### config.mk
export PLATFORM = sky130hd
export DESIGN_NAME = multi_queue_shared_buffer
export DESIGN_NICKNAME = d
export VERILOG_FILES = /design/src/rtl/mqsb_pkg.sv /design/src/rtl/mqsb_slot_store.sv /design/src/rtl/multi_queue_shared_buffer.sv
export SDC_FILE = /design/constraint.sdc
export NUM_CORES = 1
export LEC_CHECK = 0
export BUFFER_PORTS_ARGS = -buffer_cell sky130_fd_sc_hd__buf_2
export CAP_MARGIN = 25
export CORE_MARGIN = 2
export CORE_UTILIZATION = 50
export CTS_BUF_LIST = sky130_fd_sc_hd__clkbuf_4
export DETAILED_ROUTE_END_ITERATION = 16
export GPL_TIMING_DRIVEN = 1
export PLACE_DENSITY = 0.66
export SLEW_MARGIN = 10
export SYNTH_ARGS = -nofsm -noshare
export SYNTH_HDL_FRONTEND = slang
export SYNTH_SLANG_ARGS = --single-unit
### constraint.sdc
create_clock -name clk_i -period 6.1 [get_ports clk_i]
set_input_delay 0.915 -clock clk_i [delete_from_list [all_inputs] [get_ports clk_i]]
set_output_delay 0.915 -clock clk_i [all_outputs]
set_load 0.03 [all_outputs]
### src/rtl/mqsb_pkg.sv
// ----------------------------------------------------------------------------
// mqsb_pkg: shared types and constants of the multi-queue shared buffer
// Slot count, queue count, pointer widths, operation and status codes.
// ----------------------------------------------------------------------------
`default_nettype none

package mqsb_pkg;

  localparam int SLOTS      = 16;
  localparam int QUEUES     = 4;
  localparam int DATA_WIDTH = 32;

  localparam int QID_W  = 2;
  localparam int PTR_W  = $clog2(SLOTS + 1);
  localparam int SIDX_W = (SLOTS > 1) ? $clog2(SLOTS) : 1;
  localparam int QIDX_W = (QUEUES > 1) ? $clog2(QUEUES) : 1;

  localparam logic [PTR_W-1:0] NIL = PTR_W'(SLOTS);

  typedef enum logic {
    FN_ENQ = 1'b0,
    FN_DEQ = 1'b1
  } func_e;

  typedef enum logic [1:0] {
    ST_OK    = 2'd0,
    ST_FULL  = 2'd1,
    ST_EMPTY = 2'd2
  } status_e;

  typedef struct packed {
    logic              en;
    logic [SIDX_W-1:0] addr;
    logic [PTR_W-1:0]  val;
  } link_wr_t;

  typedef struct packed {
    logic                  en;
    logic [SIDX_W-1:0]     addr;
    logic [DATA_WIDTH-1:0] val;
  } data_wr_t;

endpackage

`default_nettype wire

### src/rtl/mqsb_slot_store.sv
// ----------------------------------------------------------------------------
// mqsb_slot_store: slot link and slot data arrays
// Link array resets to the initial free chain; data array has no reset.
// One link read, one data read, one write to each array per cycle.
// ----------------------------------------------------------------------------
`default_nettype none

module mqsb_slot_store
  import mqsb_pkg::*;
(
  input  wire logic                  clk_i,
  input  wire logic                  rst_ni,
  input  wire logic [SIDX_W-1:0]     link_raddr_i,
  output      logic [PTR_W-1:0]      link_rdata_o,
  input  wire logic [SIDX_W-1:0]     data_raddr_i,
  output      logic [DATA_WIDTH-1:0] data_rdata_o,
  input  wire link_wr_t              link_wr_i,
  input  wire data_wr_t              data_wr_i
);

  logic [PTR_W-1:0]      link_q [SLOTS];
  logic [DATA_WIDTH-1:0] data_q [SLOTS];

  // slot i points to i+1; the last one points to NIL
  always_ff @(posedge clk_i or negedge rst_ni) begin
    if (!rst_ni) begin
      for (int i = 0; i < SLOTS; i++) begin
        link_q[i] <= PTR_W'(i + 1);
      end
    end else if (link_wr_i.en) begin
      link_q[link_wr_i.addr] <= link_wr_i.val;
    end
  end

  always_ff @(posedge clk_i) begin
    if (data_wr_i.en) begin
      data_q[data_wr_i.addr] <= data_wr_i.val;
    end
  end

  assign link_rdata_o = link_q[link_raddr_i];
  assign data_rdata_o = data_q[data_raddr_i];

endmodule

`default_nettype wire

### src/rtl/multi_queue_shared_buffer.sv
// ----------------------------------------------------------------------------
// multi_queue_shared_buffer: several FIFO queues in one shared slot store
// Each queue is a linked list of slots; unused slots form a free stack.
// ----------------------------------------------------------------------------
// Usage:
//   Slave stream takes one operation per item: tuser carries func (enqueue
//   or dequeue) and queue_id, tdata carries the value to enqueue.
//   Master stream returns one item per operation: tuser is the status
//   (ok, store full, queue empty), tdata the dequeued value or zero.
//   A result goes through the input register, then the list update writes
//   it into the result register; a stalled master side can hold it between.
//   Throughput is one item per cycle while the master side takes results;
//   lists update with the result register, so the next item sees them at once.
//   A stalled master side holds the result register; the input register
//   then fills and s_axis_tready drops until the result is taken.
//   Reset empties every queue, chains all slots into the free list and
//   drops both valids. No clearing pass: the block is ready right after
//   reset. Out-of-range queue numbers leave the lists unchanged.
// ----------------------------------------------------------------------------
`default_nettype none

module multi_queue_shared_buffer
  import mqsb_pkg::*;
(
  input  wire logic                  clk_i,
  input  wire logic                  rst_ni,
  input  wire logic                  s_axis_tvalid,
  output      logic                  s_axis_tready,
  input  wire logic [DATA_WIDTH-1:0] s_axis_tdata,  // [31:0] data_in
  input  wire logic [2:0]            s_axis_tuser,  // [0] func, [2:1] queue_id
  output      logic                  m_axis_tvalid,
  input  wire logic                  m_axis_tready,
  output      logic [DATA_WIDTH-1:0] m_axis_tdata,  // [31:0] data_out
  output      logic [1:0]            m_axis_tuser   // [1:0] status
);

  // input register
  logic                  in_vld_q;
  func_e                 in_func_q;
  logic [QID_W-1:0]      in_qid_q;
  logic [DATA_WIDTH-1:0] in_data_q;

  // result register
  logic                  out_vld_q;
  status_e               out_status_q, out_status_d;
  logic [DATA_WIDTH-1:0] out_data_q, out_data_d;

  // list pointers
  logic [PTR_W-1:0] head_q [QUEUES];
  logic [PTR_W-1:0] tail_q [QUEUES];
  logic [PTR_W-1:0] free_head_q, free_head_d;
  logic [PTR_W-1:0] head_d, tail_d;
  logic             head_we, tail_we;

  logic                  adv, s_hs;
  logic                  q_ok, free_nil, hd_nil;
  logic                  enq_ok, deq_ok;
  logic [QIDX_W-1:0]     qidx;
  logic [PTR_W-1:0]      hd, tl, link_raddr, link_rdata;
  logic [DATA_WIDTH-1:0] data_rdata;
  link_wr_t              link_wr;
  data_wr_t              data_wr;

  assign adv           = in_vld_q && (!out_vld_q || m_axis_tready);
  assign s_axis_tready = !in_vld_q || adv;
  assign s_hs          = s_axis_tvalid && s_axis_tready;

  always_ff @(posedge clk_i or negedge rst_ni) begin
    if (!rst_ni) begin
      in_vld_q <= 1'b0;
    end else if (s_axis_tready) begin
      in_vld_q <= s_axis_tvalid;
    end
  end

  always_ff @(posedge clk_i) begin
    if (s_hs) begin
      in_func_q <= func_e'(s_axis_tuser[0]);
      in_qid_q  <= s_axis_tuser[2:1];
      in_data_q <= s_axis_tdata;
    end
  end

  assign q_ok     = ({{(32-QID_W){1'b0}}, in_qid_q} < 32'(QUEUES));
  assign qidx     = QIDX_W'(in_qid_q);
  assign hd       = head_q[qidx];
  assign tl       = tail_q[qidx];
  assign free_nil = (free_head_q >= NIL);
  assign hd_nil   = (hd >= NIL);
  assign enq_ok   = adv && (in_func_q == FN_ENQ) && q_ok && !free_nil;
  assign deq_ok   = adv && (in_func_q == FN_DEQ) && q_ok && !hd_nil;

  assign link_raddr = (in_func_q == FN_DEQ) ? hd : free_head_q;

  mqsb_slot_store u_store (
    .clk_i        (clk_i),
    .rst_ni       (rst_ni),
    .link_raddr_i (link_raddr[SIDX_W-1:0]),
    .link_rdata_o (link_rdata),
    .data_raddr_i (hd[SIDX_W-1:0]),
    .data_rdata_o (data_rdata),
    .link_wr_i    (link_wr),
    .data_wr_i    (data_wr)
  );

  // A one-slot queue is detected by head == tail, so a new tail slot's
  // link never needs to be cleared.
  always_comb begin
    free_head_d  = free_head_q;
    head_d       = hd;
    tail_d       = tl;
    head_we      = 1'b0;
    tail_we      = 1'b0;
    link_wr      = '0;
    data_wr      = '0;
    out_data_d   = '0;
    out_status_d = (in_func_q == FN_ENQ) ? ST_FULL : ST_EMPTY;
    if (enq_ok) begin
      out_status_d = ST_OK;
      free_head_d  = link_rdata;
      tail_d       = free_head_q;
      tail_we      = 1'b1;
      data_wr.en   = 1'b1;
      data_wr.addr = free_head_q[SIDX_W-1:0];
      data_wr.val  = in_data_q;
      if (hd_nil) begin
        head_d  = free_head_q;
        head_we = 1'b1;
      end else begin
        link_wr.en   = 1'b1;
        link_wr.addr = tl[SIDX_W-1:0];
        link_wr.val  = free_head_q;
      end
    end else if (deq_ok) begin
      out_status_d = ST_OK;
      out_data_d   = data_rdata;
      head_d       = (hd == tl) ? NIL : link_rdata;
      head_we      = 1'b1;
      free_head_d  = hd;
      link_wr.en   = 1'b1;
      link_wr.addr = hd[SIDX_W-1:0];
      link_wr.val  = free_head_q;
    end
  end

  always_ff @(posedge clk_i or negedge rst_ni) begin
    if (!rst_ni) begin
      free_head_q <= '0;
      for (int i = 0; i < QUEUES; i++) begin
        head_q[i] <= NIL;
        tail_q[i] <= NIL;
      end
    end else begin
      free_head_q <= free_head_d;
      if (head_we) begin
        head_q[qidx] <= head_d;
      end
      if (tail_we) begin
        tail_q[qidx] <= tail_d;
      end
    end
  end

  always_ff @(posedge clk_i or negedge rst_ni) begin
    if (!rst_ni) begin
      out_vld_q <= 1'b0;
    end else if (!out_vld_q || m_axis_tready) begin
      out_vld_q <= in_vld_q;
    end
  end

  always_ff @(posedge clk_i) begin
    if (adv) begin
      out_status_q <= out_status_d;
      out_data_q   <= out_data_d;
    end
  end

  assign m_axis_tvalid = out_vld_q;
  assign m_axis_tdata  = out_data_q;
  assign m_axis_tuser  = out_status_q;

  a_free_ptr_range : assert property (@(posedge clk_i) disable iff (!rst_ni)
    free_head_q <= NIL)
    else $error("free list head out of range");

  a_fail_data_zero : assert property (@(posedge clk_i) disable iff (!rst_ni)
    (out_vld_q && out_status_q != ST_OK) |-> (out_data_q == '0))
    else $error("failed operation returned nonzero data");

  a_full_reported : assert property (@(posedge clk_i) disable iff (!rst_ni)
    (adv && in_func_q == FN_ENQ && free_nil) |=> (out_status_q == ST_FULL))
    else $error("enqueue on empty free list not reported full");

  a_deq_frees_slot : assert property (@(posedge clk_i) disable iff (!rst_ni)
    deq_ok |=> (free_head_q == $past(hd)))
    else $error("dequeued slot not returned to free list");

endmodule

`default_nettype wire
# == Word level (Yosys, flattened, before mapping) ==
# Memories as Yosys holds them, arrays and structs flattened. A register that Yosys moved wholly into a read port is not among the register bits.
# Index checks and enable logic that the tools add are counted.
# classes
reduce_logical,17
shift,0
div,0
order_cmp,7
n_addsub,0
n_bitwise,5
eq_ne,1
mux,35
mul,0
# ops
op,n
80-bit bitwise mux,1
5-bit two-way mux,15
20-bit bitwise mux,2
37-bit two-way mux,1
10-bit two-way mux,3
5-bit binary-select mux with 2-bit select,2
5-bit binary-select mux with 4-bit select,1
5-bit demux with 4-bit select,1
5-bit greater-or-equal comparator (second input constant),4
5-bit demux with 2-bit select,1
4-bit inverter with 5-bit output,2
1-bit logical AND,8
1-bit two-way mux,6
5-bit == test,1
5-bit by 1-bit < comparator with 1-bit output (second input constant),1
1-bit logical NOT,4
4-bit two-way mux,1
2-bit OR reduction,2
3-bit greater-or-equal comparator (second input constant),1
3-bit by 1-bit < comparator with 1-bit output (second input constant),1
2-bit inverter with 3-bit output,1
1-bit logical OR,2
2-bit two-way mux,1
1-bit inverter,2
2-bit nonzero test,1
# word_totals
mem_bits_ro,0
regBits,164
inputBits,39
latchBits,0
output_inout_bits,36
memories,1
mem_bits_rw,512
elab_cells,97
# memory_table
memory,depth,word_bits,rd,rd_clocked_by_memory_dff,wr,line_no,source
u_store.data_q,16,32,1,1,1,mqsb_slot_store.sv:22,logic [DATA_WIDTH-1:0] data_q [SLOTS];

# == Depth between registers and ports, before layout ==
# depth
word_depth,15
mapped_depth,11
mapped_depth_nobuf,6

# == Hierarchy ==
# Synthesis repeated with hierarchy kept, for this count alone.
# unflattened
hier_cells,1436
area_unflattened_um2,28112.0
# modules_own_cells
mod,instances,cells_per_inst,area_each_um2,seq_area_each_um2
mqsb_slot_store,1,1048,22897.0,17418.0
multi_queue_shared_buffer,1,388,5215.0,3258.1

# == Worst setup path after synthesis ==
# No wires, ideal clock.
# synth_path
path_type,input port to flip-flop
startpoint,input m_axis_tready
endpoint,memory u_store.data_q[0][0] (enable)
setup_ns,0.501
slack_ns,0.990
arrival_time_ns,4.608
path_stages,5
path_cell_list,nand2b_1 nand2_1 inv_1 nand2_1 nor4_1
# synth_via
elab_chain_len,7
# synth_lines
element,line_no,source
"start, declared",multi_queue_shared_buffer.sv:32,"input wire logic m_axis_tready,"
1-bit logical OR *,multi_queue_shared_buffer.sv:64,assign adv = in_vld_q && (!out_vld_q || m_axis_tready);
1-bit logical AND *,multi_queue_shared_buffer.sv:64,
1-bit logical AND * (2 in a row),multi_queue_shared_buffer.sv:90,assign enq_ok = adv && (in_func_q == FN_ENQ) && q_ok && !free_nil;
37-bit two-way mux *,multi_queue_shared_buffer.sv:118,if (enq_ok) begin
1-bit two-way mux,mqsb_slot_store.sv:36,if (data_wr_i.en) begin
1-bit two-way mux (not written as such),mqsb_slot_store.sv:37,data_q[data_wr_i.addr] <= data_wr_i.val;
"end, declared",mqsb_slot_store.sv:22,
# Mark *: on every way between the ends. The rest lies on a longest branch, timed or not.

# == Final worst setup path ==
# layout_path
startpoint,register in_func_q
endpoint,memory u_store.data_q[14][28] (enable)
# layout_via
elab_chain_len,6
# layout_lines
element,line_no,source
"start, declared",multi_queue_shared_buffer.sv:39,func_e in_func_q;
"start signal, assigned",multi_queue_shared_buffer.sv:78,in_func_q <= func_e'(s_axis_tuser[0]);
1-bit inverter *,-,
1-bit logical AND * (2 in a row),multi_queue_shared_buffer.sv:90,
37-bit two-way mux *,multi_queue_shared_buffer.sv:118,
1-bit two-way mux,mqsb_slot_store.sv:36,
1-bit two-way mux (not written as such),mqsb_slot_store.sv:37,
# Marked as above.

==> out/qor_table.md <==
| Stage | Result | Value |
| --- | --- | --- |
| clock tree | Clock tree from TritonCTS | yes |
| global routing | Pin count of the biggest net entering global routing | 91 |
| final layout | Layout overhead on the synthesized area | 14.4% |
| worst setup path | Number of buffer and inverter stages on the critical path | 1 |
| die | Row count | 86 |
| detailed routing | Post-route ant nets | 0 |
| clock tree | Post-cts sizing count | 0 |
| placed design | Post-detailed-placement cell area | 29600 um^2 |
| synth | Yosys top cell area share | 61.9% |
| timing | Min cycle time layout | 3.83 ns |
| synth | Number of enable-type register cells in the synthesized netlist | 581 |
| pwr | Power density normalized to cell area | 424 nW/um^2 |
| synth | Share of the yosys chip area belonging to registers | 73.4% |
| synth | Largest area contributor in the netlist | sky130_fd_sc_hd__edfxtp_1 |
| synth | Top area cells in the synthesized netlist | sky130_fd_sc_hd__edfxtp_1, sky130_fd_sc_hd__mux4_2, sky130_fd_sc_hd__dfrtp_1, sky130_fd_sc_hd__dfstp_2, sky130_fd_sc_hd__mux2_1 |
| die | Initial cell density of the core | 50.8% |
| final layout | Fraction of layout instances using a drive strength above 1 | 34.2% |
| worst setup path | CP delay by family, top | simple AND/OR/NAND/NOR gates |
| worst setup path | Required time of the worst setup path | 6.75 ns |
| global routing | Antenna violations before repair | 4 |
| detailed routing | Detail-routed via count per cell | 5.85 |
| timing | Total setup violations reported at the end of the flow | 0 |
| synth | FF+latch count, synth | 708 |
| die | Die area | 58300 um^2 |
| synth | Synth cell count leaders | sky130_fd_sc_hd__edfxtp_1, sky130_fd_sc_hd__mux4_2, sky130_fd_sc_hd__dfrtp_1, sky130_fd_sc_hd__mux2_1, sky130_fd_sc_hd__mux2i_1 |
| timing | WHS | 0.0965 ns |
| clock tree | Clock-pin slew of the registers on the worst-case setup and hold paths | 0.06 ns |
| worst setup path | Critical path data arrival time | 4.48 ns |
| worst setup path | Critical Setup Path Class | reg -> reg |
| synth | Ys Warns | 0 |
| clock tree | Setup Fix Bufs, Post-CTS | 0 |
| placed design | Count of buffers from port buffering | 74 |
| placed design | Half-perimeter wire length after detailed placement | 34400 um |
| timing | Final count of pins violating max slew | 0 |
| synth | Synth async-reset ratio | 17.9% |
| global routing | Gr ovfl total | 0 |
| final layout | Net count reported at finish | 1745 |
| status | Run status | complete, no violations |
| timing | Worst-Margin Slew | 0.995 ns |
| timing | Setup repair after global routing missed its margin | false |
| die | Number of top-level pins | 75 |
| timing | Max Fclk | 261 MHz |
| worst setup path | Kind of start point of the critical path | flop |
| timing | Normalized max-slew margin | 33.4% |
| detailed routing | Iteration-0 DRC count of the detailed router | 1464 |
| worst setup path | Critical path capture point type | flop |
| min path | Path category of the worst min-delay check | in -> reg |
| synth | Netlist Area Pre-Place | 28200 um^2 |
| placed design | Routability cong. | 0.838 |
| die | Vertical extent of the die | 241 um |
| final layout | Number of non-filler instances in the completed layout | 2602 |
| timing | Final worst-path cycle share | 62.9% |
| worst setup path | Series of cell instances along the critical path | or2_2, nor2_1, nand3_1, nor2_4, buf_4 |
| final layout | Filler Cells Inserted | 4189 |
| worst setup path | Crit path max-delay cell type | sky130_fd_sc_hd__nor2_4 |
| placed design | # placed instances | 2253 |
| synth | Count of distinct cell types in the synthesized netlist | 59 |
| detailed routing | Total length of routed wires | 63800 um |
| synth | Cell with the most instances after synthesis | sky130_fd_sc_hd__edfxtp_1 |
| clock tree | Clock tree root driver cell | sky130_fd_sc_hd__clkbuf_4 |
| detailed routing | DRC violations left | 0 |
| synth | Synthesized area per cell | 19.1 um^2 |
| clock tree | Clock buffer count from CTS | 177 |
| timing | Final Hold Vio Count | 0 |
| detailed routing | Routed wirelength normalized by instance count | 24.5 um |
| die | Core area | 55400 um^2 |
| worst setup path | Highest net fanout along the worst path | 21 |
| clock tree | Clock sink total | 708 |
| timing | Maximum clock skew at final layout | 0.0752 ns |
| detailed routing | Vias after detailed routing | 15209 |
| die | Width of the die | 241 um |
| clock tree | Number of H-tree levels | 4 |
| timing | Final total negative setup slack | 0 ns |
| global routing | First-pass GRT wire length | 95300 um |
| final layout | Share of the core filled with cells | 58.1% |
| synth | Number of cells produced by synthesis | 1477 |
| worst setup path | Max stage delay on crit path | 0.78 ns |
| detailed routing | 1st-pass router iterations | 7 |
| synth | Post-synth net total | 1516 |
| synth | Top flip-flop cell by instance count after synthesis | sky130_fd_sc_hd__edfxtp_1 |
| final layout | Cell area after layout | 32200 um^2 |
| pwr | Leakage dissipation | 0.0116 uW |
| global routing | Number of global-route vias before repair | 15634 |
| global routing | Global-route usage over all layers | 22.6% |
| pwr | Worst vdd ir | 0.359 mV |
| clock tree | Clock tree buffer depth | 3 |
| flow run | Maximum capacitance violations | 0 |
| clock tree | Clock network latency to the later pin of the worst-skew pair | 1.04 ns |
-- layout by cell type, fill, tap and decap left out, types with 5 or more instances in the layout --
master and count:
sky130_fd_sc_hd__edfxtp_1 581, sky130_fd_sc_hd__buf_4 33, sky130_fd_sc_hd__a211oi_1 9, sky130_fd_sc_hd__dfstp_2 41, sky130_fd_sc_hd__and2_1 12, sky130_fd_sc_hd__clkbuf_4 268, sky130_fd_sc_hd__mux2_2 16, sky130_fd_sc_hd__buf_2 73
sky130_fd_sc_hd__nor2_1 44, sky130_fd_sc_hd__o21ai_0 17, sky130_fd_sc_hd__clkinv_1 41, sky130_fd_sc_hd__bufinv_16 7, sky130_fd_sc_hd__dfrtp_1 86, sky130_fd_sc_hd__and3_1 32, sky130_fd_sc_hd__clkinvlp_4 5, sky130_fd_sc_hd__mux4_2 141
sky130_fd_sc_hd__mux2i_1 67, sky130_fd_sc_hd__a221oi_1 16, sky130_fd_sc_hd__diode_2 5, sky130_fd_sc_hd__inv_1 18, sky130_fd_sc_hd__mux2_1 70, sky130_fd_sc_hd__nor2b_1 24, sky130_fd_sc_hd__nor4_2 5, sky130_fd_sc_hd__nand2_1 43
sky130_fd_sc_hd__a21oi_1 34, sky130_fd_sc_hd__dlygate4sd3_1 21, sky130_fd_sc_hd__o22ai_1 31, sky130_fd_sc_hd__a221o_1 5, sky130_fd_sc_hd__nor2_4 15, sky130_fd_sc_hd__nand3_1 7, sky130_fd_sc_hd__a31oi_1 7, sky130_fd_sc_hd__nand2b_1 7
-- final timing paths --
| path | to | depth (start not counted) | start | slack [ns] |
|---|---|---|---|---|
| setup / recovery | u_store.data_q[14][28]$_DFFE_PP_ | 5 | in_func_q$_DFFE_PP_ | 2.27 |
| hold / removal | in_data_q[23]$_DFFE_PP_ | 1 | s_axis_tdata[23] | 0.1 |
| setup reg to reg | u_store.data_q[14][28]$_DFFE_PP_ | 5 | in_func_q$_DFFE_PP_ | 2.27 |
| hold reg to reg | u_store.link_q[77]$_DFFE_PN0P_ | 1 | u_store.link_q[77]$_DFFE_PN0P_ | 0.48 |
| max in group asynchronous | u_store.link_q[2]$_DFFE_PN0P_ | 3 | rst_ni | 4.19 |
| min in group asynchronous | u_store.link_q[63]$_DFFE_PN0P_ | 2 | rst_ni | 0.55 |
-- routing by layer --
layer / GRT usage (%) / up-vias / part of all wire (%)
li1: - / 6544 / -
met1: 32.0 / 7964 / 43
met2: 35.2 / 601 / 48
met3: 4.61 / 98 / 7.0
met4: 8.23 / 2 / 1.8
met5: 0 / - / 0.020
-- flip-flops by register name (all words and copies together), names as in the netlist --
signal          flops
u_store.data_q    512
tail_q             20
in_func_q           1
free_head_q         5
in_vld_q            1
head_q             20
m_axis_tdata       32
in_data_q          32
m_axis_tvalid       1
u_store.link_q     80
m_axis_tuser        2
in_qid_q            2
-- logic make-up (layout without fill, tap and decap cells) --
logic type | after synthesis | count (layout) | share of synthesized area (%)
other cells | 0 | 5 | 0
simple gates | 219 | 219 | 4.07
buf+inv | 101 | 473 | 1.51
flops | 708 | 708 | 73.4
xor+xnor | 5 | 5 | 0.155
mux | 296 | 296 | 17.3
compound gates | 148 | 148 | 3.61
-- worst register-to-register path: cells and delay by family (launching register included) --
| family | cells | cell delay, ns |
|---|---|---|
| buf+inv | 1 | 0.44 |
| simple gates | 4 | 2.29 |
| flops | 1 | 0.71 |
-- power breakdown --
| group | internal, uW | switching [uW] | leakage, uW |
|---|---|---|---|
| sequential | 5710 | 190 | 0.00696 |
| clock | 2300 | 1870 | 0.00140 |
| combinational | 1570 | 2020 | 0.00324 |
-- through the flow --
stage / setup WS [ns] / power (uW)
after floorplan: 0.990 / 8630
after global placement: 2.13 / 9540
after detailed placement: 2.05 / 9590
after CTS: 2.24 / 13800
after global routing: 2.14 / 14300
final: 2.27 / 13700
-- repair_timing --
action | in CTS | in global routing
hold endpoints to repair | 49 | 0
hold buffers | 21 | 0
setup endpoints to repair | 0 | 0
-- area by class of cell --
type / count / area (um^2) / share of cell area, %
diodes: 5 / 12.5 / 0.0388
clock buffers: 268 / 2010 / 6.25
clock inverters: 54 / 410 / 1.27
inverters: 20 / 77.6 / 0.241
multi-input cells: 668 / 7200 / 22.4
flip-flops and latches: 708 / 20700 / 64.2
well taps: 748 / 936 / 2.91
repair buffers: 131 / 886 / 2.75
Note: power is estimated with default switching activity, not from simulation.
